[src/rtl/lcd_pkg.sv]
`timescale 1ns / 1ps
// Shared types, constants and keyword lookup for the line command decoder.
// Used by the channel interfaces and the decoder top level.
package lcd_pkg;

  localparam int unsigned LineStoreDef = 128;

  localparam int unsigned ByteW     = 8;
  localparam int unsigned LimitW    = 7;
  localparam int unsigned EventW    = 3;
  localparam int unsigned ValW      = 16;
  localparam int unsigned ModeW     = 8;
  localparam int unsigned NumFields = 5;
  localparam int unsigned FieldIdxW = 3;
  localparam int unsigned NumKw     = 5;

  localparam logic [LimitW-1:0] LimitReset = 7'd127;

  localparam logic [ByteW-1:0] ChCr    = 8'h0D;
  localparam logic [ByteW-1:0] ChLf    = 8'h0A;
  localparam logic [ByteW-1:0] ChSpace = 8'h20;
  localparam logic [ByteW-1:0] ChTab   = 8'h09;
  localparam logic [ByteW-1:0] ChComma = 8'h2C;
  localparam logic [ByteW-1:0] ChZero  = 8'h30;
  localparam logic [ByteW-1:0] ChNine  = 8'h39;

  typedef enum logic [EventW-1:0] {
    EvClear    = 3'd0,
    EvLoadDone = 3'd1,
    EvStart    = 3'd2,
    EvStop     = 3'd3,
    EvData     = 3'd4,
    EvBadData  = 3'd5,
    EvUnknown  = 3'd6,
    EvTooLong  = 3'd7
  } event_e;

  typedef enum logic [2:0] {
    KwClr      = 3'd0,
    KwLoadDone = 3'd1,
    KwStart    = 3'd2,
    KwStop     = 3'd3,
    KwData     = 3'd4
  } kw_e;

  // Keyword length in characters.
  function automatic logic [3:0] kw_len(input kw_e k);
    logic [3:0] len;
    case (k)
      KwClr:      len = 4'd3;
      KwLoadDone: len = 4'd9;
      KwStart:    len = 4'd5;
      KwStop:     len = 4'd4;
      KwData:     len = 4'd5;
      default:    len = 4'd0;
    endcase
    return len;
  endfunction

  // True when character c matches keyword k at position p.
  function automatic logic kw_hit(input kw_e k, input logic [7:0] p, input logic [7:0] c);
    logic [71:0] txt;
    logic [71:0] sh;
    logic [3:0]  len;
    logic        hit;
    case (k)
      KwClr:      txt = {"CLR", 48'h0};
      KwLoadDone: txt = {"LOAD", "_DONE"};
      KwStart:    txt = {"START", 32'h0};
      KwStop:     txt = {"STOP", 40'h0};
      KwData:     txt = {"DATA,", 32'h0};
      default:    txt = '0;
    endcase
    len = kw_len(k);
    sh  = txt << {p[3:0], 3'b000};
    hit = (p < {4'd0, len}) && (sh[71:64] == c);
    return hit;
  endfunction

endpackage

[src/rtl/lcd_in_if.sv]
`timescale 1ns / 1ps
// Byte input channel of the line command decoder.
// Depends on lcd_pkg for field widths.
interface lcd_in_if;
  logic                      valid;
  logic                      ready;
  logic [lcd_pkg::ByteW-1:0] rx_byte;

  modport source (output valid, output rx_byte, input ready);
  modport sink   (input valid, input rx_byte, output ready);
endinterface

[src/rtl/lcd_out_if.sv]
`timescale 1ns / 1ps
// Event output channel of the line command decoder.
// Depends on lcd_pkg for field widths.
interface lcd_out_if;
  logic                       valid;
  logic                       ready;
  logic [lcd_pkg::EventW-1:0] event_res;
  logic [lcd_pkg::ValW-1:0]   val_a;
  logic [lcd_pkg::ValW-1:0]   val_b;
  logic [lcd_pkg::ValW-1:0]   val_c;
  logic [lcd_pkg::ValW-1:0]   val_d;
  logic [lcd_pkg::ModeW-1:0]  mode_value;

  modport source (output valid, output event_res, output val_a, output val_b,
                  output val_c, output val_d, output mode_value, input ready);
  modport sink   (input valid, input event_res, input val_a, input val_b,
                  input val_c, input val_d, input mode_value, output ready);
endinterface

[src/rtl/lcd_cfg_if.sv]
`timescale 1ns / 1ps
// Configuration write channel carrying the line limit.
// Depends on lcd_pkg for the register width.
interface lcd_cfg_if;
  logic                       valid;
  logic                       ready;
  logic [lcd_pkg::LimitW-1:0] line_limit;

  modport source (output valid, output line_limit, input ready);
  modport sink   (input valid, input line_limit, output ready);
endinterface

[src/rtl/line_command_decoder.sv]
`timescale 1ns / 1ps
// Line command decoder: emits an event word on each non-empty line end.
// A result word passes the input register and then the result register.
// Throughput: 1 byte per cycle unless the output stalls; the single-pass update
// between the registers sets it; a waiting word holds bytes in the input register.
// Reset: async active low; line state cleared, line limit set to 127.
// Depends on lcd_pkg, lcd_in_if, lcd_out_if, lcd_cfg_if.
module line_command_decoder #(
  parameter int unsigned LINE_STORE = lcd_pkg::LineStoreDef
) (
  input  logic      clk_i,
  input  logic      rst_ni,
  lcd_in_if.sink    in_if,
  lcd_out_if.source out_if,
  lcd_cfg_if.sink   cfg_if
);
  import lcd_pkg::*;

  localparam int unsigned PosW = $clog2(LINE_STORE);
  localparam logic [8:0] LimitCap = 9'(LINE_STORE - 1);

  // configuration
  logic [LimitW-1:0] line_limit_q;

  // input register
  logic             in_valid_q;
  logic [ByteW-1:0] in_byte_q;

  // line state
  logic [PosW-1:0]      pos_q, pos_d;
  logic                 ovf_q, ovf_d;
  logic [NumKw-1:0]     mask_q, mask_d;
  logic [FieldIdxW-1:0] fld_q, fld_d;
  logic                 in_digits_q, in_digits_d;
  logic                 bad_q, bad_d;
  logic                 done_q, done_d;
  logic [ValW-1:0]      vals_q [NumFields];
  logic [ValW-1:0]      vals_d [NumFields];

  // result register
  logic            out_valid_q, out_valid_d;
  event_e          ev_q, ev_d;
  logic [ValW-1:0] va_q, va_d, vb_q, vb_d, vc_q, vc_d, vd_q, vd_d;
  logic [ModeW-1:0] mode_q, mode_d;

  logic       advance;
  logic       fire;
  logic       emit;
  logic [8:0] pos_x;
  logic [8:0] lim;
  logic [7:0] p8;
  logic       found;
  logic       is_digit;
  logic       data_ok;
  logic [ValW-1:0] prod;

  assign advance     = !out_valid_q || out_if.ready;
  assign fire        = in_valid_q && advance;
  assign in_if.ready = !in_valid_q || advance;
  assign cfg_if.ready = 1'b1;

  assign out_if.valid      = out_valid_q;
  assign out_if.event_res  = ev_q;
  assign out_if.val_a      = va_q;
  assign out_if.val_b      = vb_q;
  assign out_if.val_c      = vc_q;
  assign out_if.val_d      = vd_q;
  assign out_if.mode_value = mode_q;

  assign pos_x    = 9'(pos_q);
  assign p8       = 8'(pos_q);
  assign lim      = ({2'b00, line_limit_q} < LimitCap) ? {2'b00, line_limit_q} : LimitCap;
  assign is_digit = (in_byte_q >= ChZero) && (in_byte_q <= ChNine);
  assign prod     = (vals_q[fld_q] << 3) + (vals_q[fld_q] << 1)
                  + ValW'(in_byte_q - ChZero);
  assign data_ok  = !bad_q && (done_q || (fld_q == FieldIdxW'(4) && in_digits_q));

  always_comb begin
    pos_d       = pos_q;
    ovf_d       = ovf_q;
    mask_d      = mask_q;
    fld_d       = fld_q;
    in_digits_d = in_digits_q;
    bad_d       = bad_q;
    done_d      = done_q;
    vals_d      = vals_q;
    emit        = 1'b0;
    found       = 1'b0;
    ev_d        = EvUnknown;
    va_d        = '0;
    vb_d        = '0;
    vc_d        = '0;
    vd_d        = '0;
    mode_d      = '0;

    if (fire) begin
      if (in_byte_q == ChCr) begin
        // drop carriage return
      end else if (in_byte_q == ChLf) begin
        if (ovf_q) begin
          emit = 1'b1;
          ev_d = EvTooLong;
        end else if (pos_q != '0) begin
          emit = 1'b1;
          for (int k = 0; k < 4; k++) begin
            if (!found && mask_q[k] && pos_x == 9'(kw_len(kw_e'(k)))) begin
              ev_d  = event_e'(k);
              found = 1'b1;
            end
          end
          if (!found && mask_q[KwData] && pos_x >= 9'd5) begin
            if (data_ok) begin
              ev_d   = EvData;
              va_d   = vals_q[0];
              vb_d   = vals_q[1];
              vc_d   = vals_q[2];
              vd_d   = vals_q[3];
              mode_d = vals_q[4][ModeW-1:0];
            end else begin
              ev_d = EvBadData;
            end
          end
        end
        // every line end returns the line state to reset
        pos_d       = '0;
        ovf_d       = 1'b0;
        mask_d      = '1;
        fld_d       = '0;
        in_digits_d = 1'b0;
        bad_d       = 1'b0;
        done_d      = 1'b0;
        for (int i = 0; i < NumFields; i++) begin
          vals_d[i] = '0;
        end
      end else if (ovf_q || pos_x >= lim) begin
        ovf_d = 1'b1;
      end else begin
        for (int k = 0; k < 4; k++) begin
          if (mask_q[k] && !kw_hit(kw_e'(k), p8, in_byte_q)) begin
            mask_d[k] = 1'b0;
          end
        end
        if (mask_q[KwData]) begin
          if (pos_x < 9'd5) begin
            if (!kw_hit(KwData, p8, in_byte_q)) begin
              mask_d[KwData] = 1'b0;
            end
          end else if (!bad_q && !done_q) begin
            if (is_digit) begin
              if (fld_q < FieldIdxW'(NumFields)) begin
                vals_d[fld_q] = prod;
              end
              in_digits_d = 1'b1;
            end else if (!in_digits_q) begin
              if (in_byte_q != ChSpace && in_byte_q != ChTab) begin
                bad_d = 1'b1;
              end
            end else if (fld_q < FieldIdxW'(4)) begin
              if (in_byte_q == ChComma) begin
                fld_d       = fld_q + FieldIdxW'(1);
                in_digits_d = 1'b0;
              end else begin
                bad_d = 1'b1;
              end
            end else begin
              // ignore text after the fifth number
              done_d = 1'b1;
            end
          end
        end
        pos_d = pos_q + PosW'(1);
      end
    end
  end

  always_comb begin
    out_valid_d = out_valid_q;
    if (advance) begin
      out_valid_d = fire && emit;
    end
  end

  always_ff @(posedge clk_i or negedge rst_ni) begin
    if (!rst_ni) begin
      line_limit_q <= LimitReset;
      in_valid_q   <= 1'b0;
      out_valid_q  <= 1'b0;
      pos_q        <= '0;
      ovf_q        <= 1'b0;
      mask_q       <= '1;
      fld_q        <= '0;
      in_digits_q  <= 1'b0;
      bad_q        <= 1'b0;
      done_q       <= 1'b0;
      for (int i = 0; i < NumFields; i++) begin
        vals_q[i] <= '0;
      end
    end else begin
      if (cfg_if.valid && cfg_if.ready) begin
        line_limit_q <= cfg_if.line_limit;
      end
      if (in_if.valid && in_if.ready) begin
        in_valid_q <= 1'b1;
      end else if (advance) begin
        in_valid_q <= 1'b0;
      end
      out_valid_q <= out_valid_d;
      pos_q       <= pos_d;
      ovf_q       <= ovf_d;
      mask_q      <= mask_d;
      fld_q       <= fld_d;
      in_digits_q <= in_digits_d;
      bad_q       <= bad_d;
      done_q      <= done_d;
      vals_q      <= vals_d;
    end
  end

  // payload registers: load on accept or on an emitted word, hold otherwise
  always_ff @(posedge clk_i) begin
    if (in_if.valid && in_if.ready) begin
      in_byte_q <= in_if.rx_byte;
    end
    if (advance && fire && emit) begin
      ev_q   <= ev_d;
      va_q   <= va_d;
      vb_q   <= vb_d;
      vc_q   <= vc_d;
      vd_q   <= vd_d;
      mode_q <= mode_d;
    end
  end

endmodule
[src/flat_wrapper.sv]
// flat-port wrapper written by rule: the top's interface ports become plain ports
module line_command_decoder_flat import lcd_pkg::*;
#(
  parameter int unsigned LINE_STORE = lcd_pkg::LineStoreDef
)
  (clk_i, rst_ni, in_if_valid, in_if_rx_byte, in_if_ready, out_if_valid, out_if_event_res, out_if_val_a, out_if_val_b, out_if_val_c, out_if_val_d, out_if_mode_value, out_if_ready, cfg_if_valid, cfg_if_line_limit, cfg_if_ready);
  lcd_in_if in_if_i ();
  lcd_out_if out_if_i ();
  lcd_cfg_if cfg_if_i ();
  input  logic clk_i;
  input  logic rst_ni;
  input wire logic [$bits(in_if_i.valid)-1:0] in_if_valid;
  input wire logic [$bits(in_if_i.rx_byte)-1:0] in_if_rx_byte;
  output wire logic [$bits(in_if_i.ready)-1:0] in_if_ready;
  output wire logic [$bits(out_if_i.valid)-1:0] out_if_valid;
  output wire logic [$bits(out_if_i.event_res)-1:0] out_if_event_res;
  output wire logic [$bits(out_if_i.val_a)-1:0] out_if_val_a;
  output wire logic [$bits(out_if_i.val_b)-1:0] out_if_val_b;
  output wire logic [$bits(out_if_i.val_c)-1:0] out_if_val_c;
  output wire logic [$bits(out_if_i.val_d)-1:0] out_if_val_d;
  output wire logic [$bits(out_if_i.mode_value)-1:0] out_if_mode_value;
  input wire logic [$bits(out_if_i.ready)-1:0] out_if_ready;
  input wire logic [$bits(cfg_if_i.valid)-1:0] cfg_if_valid;
  input wire logic [$bits(cfg_if_i.line_limit)-1:0] cfg_if_line_limit;
  output wire logic [$bits(cfg_if_i.ready)-1:0] cfg_if_ready;
  assign in_if_i.valid = in_if_valid;
  assign in_if_i.rx_byte = in_if_rx_byte;
  assign in_if_ready = in_if_i.ready;
  assign out_if_valid = out_if_i.valid;
  assign out_if_event_res = out_if_i.event_res;
  assign out_if_val_a = out_if_i.val_a;
  assign out_if_val_b = out_if_i.val_b;
  assign out_if_val_c = out_if_i.val_c;
  assign out_if_val_d = out_if_i.val_d;
  assign out_if_mode_value = out_if_i.mode_value;
  assign out_if_i.ready = out_if_ready;
  assign cfg_if_i.valid = cfg_if_valid;
  assign cfg_if_i.line_limit = cfg_if_line_limit;
  assign cfg_if_ready = cfg_if_i.ready;
  line_command_decoder #(.LINE_STORE(LINE_STORE)) u_core (.clk_i(clk_i), .rst_ni(rst_ni), .in_if(in_if_i), .out_if(out_if_i), .cfg_if(cfg_if_i));
endmodule
[config.mk]
export PLATFORM = sky130hd
export DESIGN_NAME = line_command_decoder_flat
export DESIGN_NICKNAME = d
export VERILOG_FILES = /design/src/rtl/lcd_pkg.sv /design/src/rtl/lcd_in_if.sv /design/src/rtl/lcd_out_if.sv /design/src/rtl/lcd_cfg_if.sv /design/src/rtl/line_command_decoder.sv /design/src/flat_wrapper.sv
export SDC_FILE = /design/constraint.sdc
export NUM_CORES = 1
export LEC_CHECK = 0
export ABC_AREA = 1
export BUFFER_PORTS_ARGS = -buffer_cell sky130_fd_sc_hd__buf_2
export CORE_MARGIN = 1
export CORE_UTILIZATION = 60
export CTS_BUF_LIST = sky130_fd_sc_hd__clkbuf_8
export CTS_CLUSTER_DIAMETER = 200
export DETAILED_ROUTE_END_ITERATION = 6
export GPL_ROUTABILITY_DRIVEN = 0
export PLACE_DENSITY = 0.9
export SYNTH_ARGS = -nofsm -noshare
export SYNTH_HDL_FRONTEND = slang
export SYNTH_SLANG_ARGS = --single-unit
[constraint.sdc]
create_clock -name clk_i -period 4.22 [get_ports clk_i]
set_input_delay 0.211 -clock clk_i [delete_from_list [all_inputs] [get_ports clk_i]]
set_output_delay 0.211 -clock clk_i [all_outputs]
set_load 0.05 [all_outputs]
After elaboration in Yosys (flattened, before gate mapping)
Index checks and enable logic that the tools add are counted.
{"block": "totals", "rom_bits": 0, "ram_bits": 0, "latchBits": 0, "regBits": 191, "n_memories": 0, "out_inout_bits": 78}
{"block": "classes", "multipliers": 0, "n_shift": 5, "eq_ne": 21, "reduce_logical": 74, "n_mux": 166, "div": 0, "magnitude_cmp": 15, "addsub": 5, "bitwise": 7}
{"operator": "$mux W72", "n": 22}
{"operator": "$mux W80", "n": 7}
{"operator": "$shl A72 B7 Y72", "n": 5}
{"operator": "$mux W4", "n": 42}
{"operator": "$bwmux W80", "n": 1}
{"operator": "$mux W1", "n": 70}
{"operator": "$bmux W16 S3", "n": 1}
{"operator": "$demux W16 S3", "n": 1}
{"operator": "$mux W3", "n": 14}
{"operator": "$eq A8 B8 Y1", "n": 5}
{"operator": "$lt A7 B4 Y1", "n": 5}
{"operator": "$add A16 B16 Y16", "n": 2}
{"operator": "$mux W15", "n": 2}
{"operator": "$logic_and A1 B1 Y1", "n": 29}
{"operator": "$eq A7 B4 Y1", "n": 4}
{"operator": "$reduce_bool A2 Y1", "n": 13}
{"operator": "$mux W7", "n": 3}
{"operator": "$reduce_and A10 Y1", "n": 2}
{"operator": "$eq A8 B4 Y1 const B", "n": 2}
{"operator": "$mux W16", "n": 1}
{"operator": "$reduce_and A4 Y1", "n": 4}
{"operator": "$logic_not A1 Y1", "n": 12}
{"operator": "$mux W5", "n": 2}
{"operator": "$ge A7 B9 Y1", "n": 1}
{"operator": "other kinds (30)", "n": 43}

Depth between registers and ports, before layout
Gate-level depths: netlist of run 1.
{"block": "depth", "ltp_word": 47, "ltp_mapped": 22}

Least setup slack after synthesis of run 1
OpenSTA, ideal clock, no wires.
{"block": "synth_path", "kind": "reg2reg", "start": "register u_core.fld_q[2]", "end": "register u_core.vals_q[28] in the netlist's numbering", "synth_period_minus_slack_ns": 3.495, "path_slack_ns": 0.725, "setup_ns": 0.065, "path_stages_with_launch": 17, "path_buffers": 1, "t_arrival_ns": 3.430, "cell_sequence": "dfrtp_1 clkbuf_1 inv_1 nand2_1 nor2_4 clkinv_1 o221ai_1 fa_1 fa_1 nand3_1 nand2_1 nand2_1 nand2_1 a21oi_1 xor2_1 nand3_1 nand2_1"}
{"block": "synth_between", "elab_chain_cells": 14, "word_cells_on_any_way": 22}
{"element": "start: declaration", "line": "line_command_decoder.sv:33", "text": "logic [FieldIdxW-1:0] fld_q, fld_d;"}
{"element": "start signal: assignment", "line": "line_command_decoder.sv:211", "text": "fld_q <= fld_d;"}
{"element": "$not A3 Y4 (not written as such)", "line": "line_command_decoder.sv:74, line_command_decoder.sv:151"}
{"element": "$bmux W16 S3", "line": "line_command_decoder.sv:74", "text": "assign prod = (vals_q[fld_q] << 3) + (vals_q[fld_q] << 1)"}
{"element": "$mux W15 (not written as such) (2 in a row)", "line": "line_command_decoder.sv:74"}
{"element": "$add A16 B16 Y16", "line": "line_command_decoder.sv:74"}
{"element": "$add A16 B16 Y16", "line": "line_command_decoder.sv:75", "text": "+ ValW'(in_byte_q - ChZero);"}
{"element": "$bwmux W80", "line": "line_command_decoder.sv:151", "text": "vals_d[fld_q] = prod;"}
{"element": "$mux W80", "line": "line_command_decoder.sv:150", "text": "if (fld_q < FieldIdxW'(NumFields)) begin"}
{"element": "$mux W80", "line": "line_command_decoder.sv:149", "text": "if (is_digit) begin"}
{"element": "$mux W80", "line": "line_command_decoder.sv:148", "text": "end else if (!bad_q && !done_q) begin"}
{"element": "$mux W80", "line": "line_command_decoder.sv:144", "text": "if (pos_x < 9'd5) begin"}
{"element": "$mux W80", "line": "line_command_decoder.sv:143", "text": "if (mask_q[KwData]) begin"}
{"element": "$mux W80", "line": "line_command_decoder.sv:135", "text": "end else if (ovf_q || pos_x >= lim) begin"}
{"element": "$mux W80", "line": "line_command_decoder.sv:99", "text": "end else if (in_byte_q == ChLf) begin"}
{"element": "end signal: assignment", "line": "line_command_decoder.sv:215", "text": "vals_q <= vals_d;"}
{"element": "end: declaration", "line": "line_command_decoder.sv:37", "text": "logic [ValW-1:0] vals_q [NumFields];"}
Parallel ways exist; a longest one is shown, timed or not. The select of a mux whose other input is x is not followed.
A chain may end at the register's enable or synchronous reset.

Worst setup path in the final report of run 1
{"block": "layout_path", "start": "register u_core.fld_q[1]", "end": "register u_core.vals_q[57] in the netlist's numbering"}
Same word-level chain as after synthesis.

==> results by group, run 1 <==
Clocking
  – CTS H-Tree Depth: 4
  – Clock transition at path regs: 0.11 ns
  – TritonCTS clock tree: yes
  – CTS Sinks: 190
  – Worst skew pair latency: 0.51 ns
  – Clock Tree Root: clkbuf_8
  – Num CTS Buffers: 17
  – Max clock buf depth: 2

Job
  – MaxCap Viol Count: 0

Layout
  – Area Overhead vs Synth: 14.5%
  – Post-Layout Cell Count: 1551
  – Post-Layout Inst Area: 11800 um^2
  – Final nets: 1385
  – Layout cell share with drive strength beyond 1: 0.156
  – Fillers: 1139
  – ANT cells: 0

Pwr
  – Maximum VDD drop: 234 uV
  – Pwr/cell area: 305 nW/um^2
  – LEAKAGE: 5.23 nW

Setup path
  – Critical-path top delay cell: fa_1
  – Critical path class: flop to flop
  – Reg-to-Reg End: u_core.vals_q[57]
  – CP max FO: 8
  – FF-to-FF path depth: 17
  – Reg2reg start: u_core.fld_q[1]
  – Worst EP required: 4.62 ns
  – WP data arrival: 4.48 ns
  – CP Capture Type: flop
  – Crit path launch type: flop
  – Cells along the critical path: inv_1, nand2_1, nor2_4, inv_1, o22ai_1, a21oi_1, o221ai_1, fa_1, ha_1, nand2_1, o21ai_0, inv_1, nand2_1, xor2_1, inv_1, nand3_1, nand2_1
  – Critical Path Max Stage Delay: 0.52 ns
  – Reg2Reg Setup Slack: 0.14 ns

Timing
  – Final hold vios: 0
  – Final Setup Violations: 0
  – Layout Skew: 0.0151 ns
  – RSZ-0062 raised after global routing: false
  – Final Cycle Share: 0.967
  – Final Max Slew Viols: 0
  – Crit path time final: 4.08 ns
  – Pin slew with the least headroom to its limit: 0.996 ns
  – Final worst slack: 0.139 ns
  – Max Clock Freq: 245 MHz
  – Slew headroom: 0.336

Placement
  – Post-DP HPWL: 19.0 mm
  – Cell count after placement: 1489
  – Placed Area: 11000 um^2
  – Pre-CTS WS: -0.0441 ns
  – PortBufs: 96

Route
  – Via Count: 9321
  – DR vias/cell: 6.01
  – Residual DRC: 0
  – Post-DRT Antenna Nets: 0
  – 1st-pass router iterations: 6
  – Wire length per cell: 17.9 um
  – DRT iter0 DRCs: 1515
  – Total Wirelength: 27.8 mm

Yosys
  – Post-synthesis simple-gate area fraction: 0.261
  – Syn avg cell area: 8.58 um^2
  – FFs w/ async S/R, synth: 0.563
  – Post-Syn Instances: 1200
  – Primary FF master, synth: dfrtp_1
  – Ranking of synthesized cells by area: edfxtp_1 (24%), dfrtp_1 (23%), nand2_1 (12%)
  – Most frequent cell after synthesis: nand2_1
  – Combinational family with the most area after synthesis: simple AND/OR/NAND/NOR gates
  – Synth area leader: edfxtp_1
  – Area share of the largest cell type after synthesis: 0.242
  – Syn_nets: 1267
  – EDFF count, synth: 83
  – Flop and latch count out of synthesis: 190
  – Post-synthesis sequential area ratio: 0.504
  – Post-synthesis xor/xnor area fraction: 0.0213
  – Synth Area in Compound Gates: 0.0674
  – Adder-cell area share of the yosys netlist: 0.0666
  – Post-synthesis mux area share: 0.00109
  – Synth warnings: 0
  – Top cells by count, synth: nand2_1 (324), inv_1 (151), nand3_1 (126), nor2_1 (126), dfrtp_1 (95)
  – Synth Cell Area: 10300 um^2
  – Library cells used by synthesis: 45

Worst hold path
  – Min-delay worst type: primary input to flop
  – Hold path depth: 2
  – Hold Path Sink: u_core.line_limit_q[5]
  – Hold path startpoint: cfg_if_valid

Die
  – IO Count: 98
  – Rows: 47
  – Initial Util: 0.619
  – Die Area: 17700 um^2
  – Die Span Y: 133 um
  – Core area: 16600 um^2
  – Die width: 133 um

Global routing
  – First-pass GRT wire length: 44.2 mm
  – Overflow left after global routing: 0
  – Tot GR Track Use: 0.325
  – Vias in the first global route: 8694
  – Antenna violations before repair: 0
  – Largest net degree at the start of global routing: 74

Status
  – Status: finished, final reports clean
-- power by group --
group          internal, W  switching (W)
Combinational     0.000120       0.000238
Clock             0.000461       0.000783
Sequential         0.00195      0.0000383
Total              0.00253        0.00106
-- state kept, by name, summed over array words and instances, names as in the netlist, 3 cells and up --
register	count
u_core.line_limit_q	7
u_core.pos_q	7
u_core.out_if.val_b	16
u_core.in_byte_q	8
u_core.fld_q	3
u_core.out_if.event_res	3
u_core.vals_q	79
u_core.out_if.val_c	16
u_core.out_if.mode_value	8
u_core.out_if.val_a	16
u_core.mask_q	5
u_core.out_if.val_d	16
-- placed cells by master (no fill, tap or decap), types with 23 or more instances in the layout --
cell type and count:
dfrtp_1 94, nand3_1 126, buf_2 95, nand2_1 324, o21ai_0 37, edfxtp_1 83
a21oi_1 32, ha_1 34, nor2_1 125, inv_1 149, dlygate4sd3_1 23
-- critical path, delay by kind of cell (launching register included) --
family,cells,cell delay (ns)
DFF,1,0.46
xor gates and xnor gates,1,0.23
buffers and inverters,4,0.64
and+or+nand+nor,6,0.91
adders and majority gates,2,0.91
AOI/OAI and AO/OA,4,0.83
-- per-stage QoR --
step                TNS [ns]  total power, W   util  hold WS, ns
floorplan                  0         0.00224      -      -0.0846
global placement           0         0.00233  0.660        0.389
detailed placement    -0.156         0.00234  0.660        0.389
CTS                        0         0.00356  0.700      0.00163
global route               0         0.00369  0.709       0.0385
finish                     0         0.00359  0.709       0.0237
-- layout make-up --
class | count | area, um^2 | share of cell area
Timing Repair inverter | 1 | 5.00 | 0.000424
Clock inverter | 15 | 183 | 0.0155
Inverter | 161 | 609 | 0.0517
Tap cell | 220 | 275 | 0.0233
Sequential cell | 190 | 5190 | 0.440
Multi-Input combinational cell | 809 | 4410 | 0.374
Clock buffer | 17 | 234 | 0.0198
Timing Repair Buffer | 138 | 893 | 0.0757
-- per-layer routing --
metal / GRT usage / vias to the layer above / share of wire
met5: 0 / - / 0
met4: 0.169 / 0 / 0.046
met3: 0.0732 / 157 / 0.12
met2: 0.507 / 720 / 0.46
met1: 0.428 / 4308 / 0.37
li1: - / 4136 / -
-- repair_timing --
action                                 CTS  global route
setup buffers                            0             6
gates resized for setup                  3            16
cloned                                   0             1
setup endpoints to repair                5            44
hold buffers                            23             0
endpoints found under the hold margin   84             0
pin swaps                                0             2
-- worst max-delay path by stage --
stage	startpoint	end	slack, ns	cells past startpoint
after floorplan	u_core.fld_q[2]	u_core.vals_q[28]	0.73	16
after global placement	u_core.fld_q[2]	u_core.vals_q[28]	0.10	14
after detailed placement	u_core.fld_q[2]	u_core.vals_q[44]	-0.04	14
after CTS	u_core.fld_q[2]	u_core.vals_q[44]	0.06	17
after global routing	u_core.fld_q[1]	u_core.vals_q[28]	0.01	17
final	u_core.fld_q[1]	u_core.vals_q[57]	0.14	17
-- logic make-up after synthesis --
group                      after synthesis
AOI/OAI and AO/OA                      113
xor gates and xnor gates                25
adders and majority gates               47
buffers and inverters                  201
DFF                                    190
muxes                                    1
other                                    1
and+or+nand+nor                        622
Power figures use the tool's default switching activity.
==> run 2, diff against run 1 <==
==> constraint.sdc (replaced) <==
create_clock -name clk_i -period 4.22 [get_ports clk_i]
set_input_delay 0.844 -clock clk_i [delete_from_list [all_inputs] [get_ports clk_i]]
set_output_delay 0.844 -clock clk_i [all_outputs]
set_load 0.05 [all_outputs]
==> run 2 against run 1 <==
  * Register-to-register slack about the same
  * Die area did not move
  * Combinational power fell by 8.7%
  * Power down 1.6%
  * Via count decreased by 2.3%
  * Hold slack gained 0.29 ns
  * Sequential share of layout area rose by 1.1 points
  * Routed wire length fell by 4.7%
  * Clock power is essentially flat
==> results by group, run 2 (synthesis gave the netlist of run 1 again) <==
Die
  – Die width: 133 um (unchanged)
  – IO Count: 98 (unchanged)
  – Die Span Y: 133 um (unchanged)
  – Initial Util: 0.619 (unchanged)
  – Core area: 16600 um^2 (unchanged)
  – Rows: 47 (unchanged)
  – Die Area: 17700 um^2 (unchanged)

Clocking
  – Num CTS Buffers: 17 (unchanged)
  – TritonCTS clock tree: yes (unchanged)
  – Clock transition at path regs: 0.11 ns (about the same)
  – Max clock buf depth: 2 (unchanged)
  – Clock Tree Root: clkbuf_8 (unchanged)
  – Worst skew pair latency: 0.50 ns (was 0.51 ns)
  – CTS H-Tree Depth: 4 (unchanged)
  – Post-CTS Hold Buffers: 0 (was 23)
  – CTS Sinks: 190 (unchanged)

Setup path
  – CP Capture Type: flop (unchanged)
  – Critical path class: flop to flop (unchanged)
  – Crit path launch type: flop (unchanged)
  – Critical-path top delay cell: fa_1 (unchanged)
  – Crit-path most repeated cell: nand2_1
  – CP Buf/Inv Count: 3 (was 4)
  – CP max FO: 9 (was 8)
  – Delay-heaviest family, CP: simple AND/OR/NAND/NOR gates (was adder cells)
  – Worst EP required: 4.65 ns (was 4.62 ns)
  – Reg2Reg Setup Slack: 0.13 ns (was 0.14 ns)
  – Critical Path Max Stage Delay: 0.51 ns (was 0.52 ns)
  – WP data arrival: 4.52 ns (was 4.48 ns)
  – Cells along the critical path: inv_2, nand2_1, nor2_4, clkinvlp_4, nor2_1, a221oi_1, o221ai_1, fa_1, ha_1, inv_1, o21ai_0, nor2_1, nand2_1, a21oi_1, xor2_2, nand3_1, nand2_1 (was inv_1, nand2_1, nor2_4, inv_1, o22ai_1, a21oi_1, o221ai_1, fa_1, ha_1, nand2_1, o21ai_0, inv_1, nand2_1, xor2_1, inv_1, nand3_1, nand2_1)

Worst hold path
  – Min-delay worst type: primary input to async pin (was primary input to flop)

Timing
  – Hold_ws: 0.313 ns (was 0.0237 ns)
  – Final hold vios: 0 (unchanged)
  – Final Max Slew Viols: 0 (unchanged)
  – Slew headroom: 0.329 (was 0.336)
  – Max Clock Freq: 244 MHz (was 245 MHz)
  – Final Setup Violations: 0 (unchanged)
  – Crit path time final: 4.09 ns (was 4.08 ns)
  – Final Cycle Share: 0.970 (was 0.967)
  – Pin slew with the least headroom to its limit: 1.01 ns (was 0.996 ns)
  – Layout Skew: 0.0177 ns (was 0.0151 ns)

Route
  – Total Wirelength: 26.5 mm (was 27.8 mm)
  – DRT iter0 DRCs: 1416 (was 1515)
  – DR vias/cell: 5.99 (was 6.01)
  – Via Count: 9111 (was 9321)
  – Residual DRC: 0 (unchanged)
  – 1st-pass router iterations: 7 (was 6)
  – Post-DRT Antenna Nets: 0 (unchanged)
  – Wire length per cell: 17.4 um (was 17.9 um)

Global routing
  – GR Layer Usage met3: 0.0831 (was 0.0732)
  – Antenna violations before repair: 0 (unchanged)
  – Overflow left after global routing: 0 (unchanged)
  – Largest net degree at the start of global routing: 74 (unchanged)
  – Met2 Use GR: 0.496 (was 0.507)
  – First-pass GRT wire length: 43.2 mm (was 44.2 mm)
  – Met1 Use GR: 0.415 (was 0.428)
  – Tot GR Track Use: 0.316 (was 0.325)
  – GRT Max-Usage Layer: met2 (unchanged)
  – Vias in the first global route: 8595 (was 8694)

Layout
  – Post-Layout Cell Count: 1521 (was 1551)
  – Layout cell share with drive strength beyond 1: 0.152 (was 0.156)
  – Max FFs per register: 79 (unchanged)
  – Most frequent cells in the layout: nand2_1 (324), inv_1 (149), nand3_1 (126), nor2_1 (125), buf_2 (95) (unchanged)
  – ANT cells: 0 (unchanged)
  – Final nets: 1355 (was 1385)
  – Most flop-heavy register: u_core.vals_q (unchanged)
  – Area Overhead vs Synth: 11.7% (was 14.5%)
  – Commonest non-fill, non-tap cell in the layout: nand2_1 (unchanged)

Pwr
  – Pwr/cell area: 307 nW/um^2 (was 305 nW/um^2)
  – Maximum VDD drop: 186 uV (was 234 uV)
  – Total Power: 0.00353 W (was 0.00359 W)
  – LEAKAGE: 5.10 nW (was 5.23 nW)

Job
  – MaxCap Viol Count: 0 (unchanged)

Status
  – Status: finished, final reports clean (unchanged)

Placement
  – PortBufs: 96 (unchanged)
  – Cell count after placement: 1488 (was 1489)
  – Post-DP HPWL: 18.8 mm (was 19.0 mm)
-- run 2: changes by cell type in the layout (fill, tap and decap cells not counted), sizes merged --
cell         before  now
dlygate4sd3      23    0
buf             115  109
clkinv            5    9
inv             169  165
clkinvlp          3    2
-- run 2: layout make-up --
class | instances | area [um^2]
Sequential cell | 190 | 5190
Fill cell | 1172 | 5140
Multi-Input combinational cell | 809 | 4380
Timing Repair Buffer | 109 | 631
Inverter | 161 | 609
Tap cell | 220 | 275
Clock buffer | 17 | 234
Clock inverter | 15 | 190
-- run 2: stage by stage --
stage	util	area, um^2	setup slack [ns]	TNS (ns)
6_report	0.691	11500	0.126	0
5_1_grt	0.691	11500	-0.000502	-0.000502
4_1_cts	0.687	11400	0.0547	0
3_5_place_dp	0.660	11000	-0.0714	-0.312
3_3_place_gp	0.660	11000	0.0338	0
2_1_floorplan	-	10300	0.725	0
-- run 2: metal layers --
layer | wire [um] | share of wire
met5 | 0 | 0
met1 | 10000 | 0.38
met2 | 12000 | 0.45
met3 | 3360 | 0.13
met4 | 1150 | 0.043
-- run 2: path summary, 6_finish.rpt --
kind | start | end | cells after the start
min | rst_ni | u_core.vals_q[5] | 1
max | u_core.fld_q[2] | u_core.vals_q[12] | 17
min reg2reg | u_core.mask_q[3] | u_core.mask_q[3] | 2
min in group clk_i | u_core.mask_q[3] | u_core.mask_q[3] | 2
max reg2reg | u_core.fld_q[2] | u_core.vals_q[12] | 17
max in group asynchronous | rst_ni | u_core.fld_q[2] | 2
-- run 2: timing repair --
action	in CTS	in global routing
hold endpoints to repair	0	0
resized for setup	4	12
endpoints found under the setup margin	5	40
pin swaps	0	1
cloned	0	0
setup buffers	0	1
-- run 2: report_power, final --
part	switching, W	leakage, nW	internal (W)
registers	0.0000385	2.02	0.00195
logic	0.000222	2.87	0.000106
clock network	0.000757	0.206	0.000459
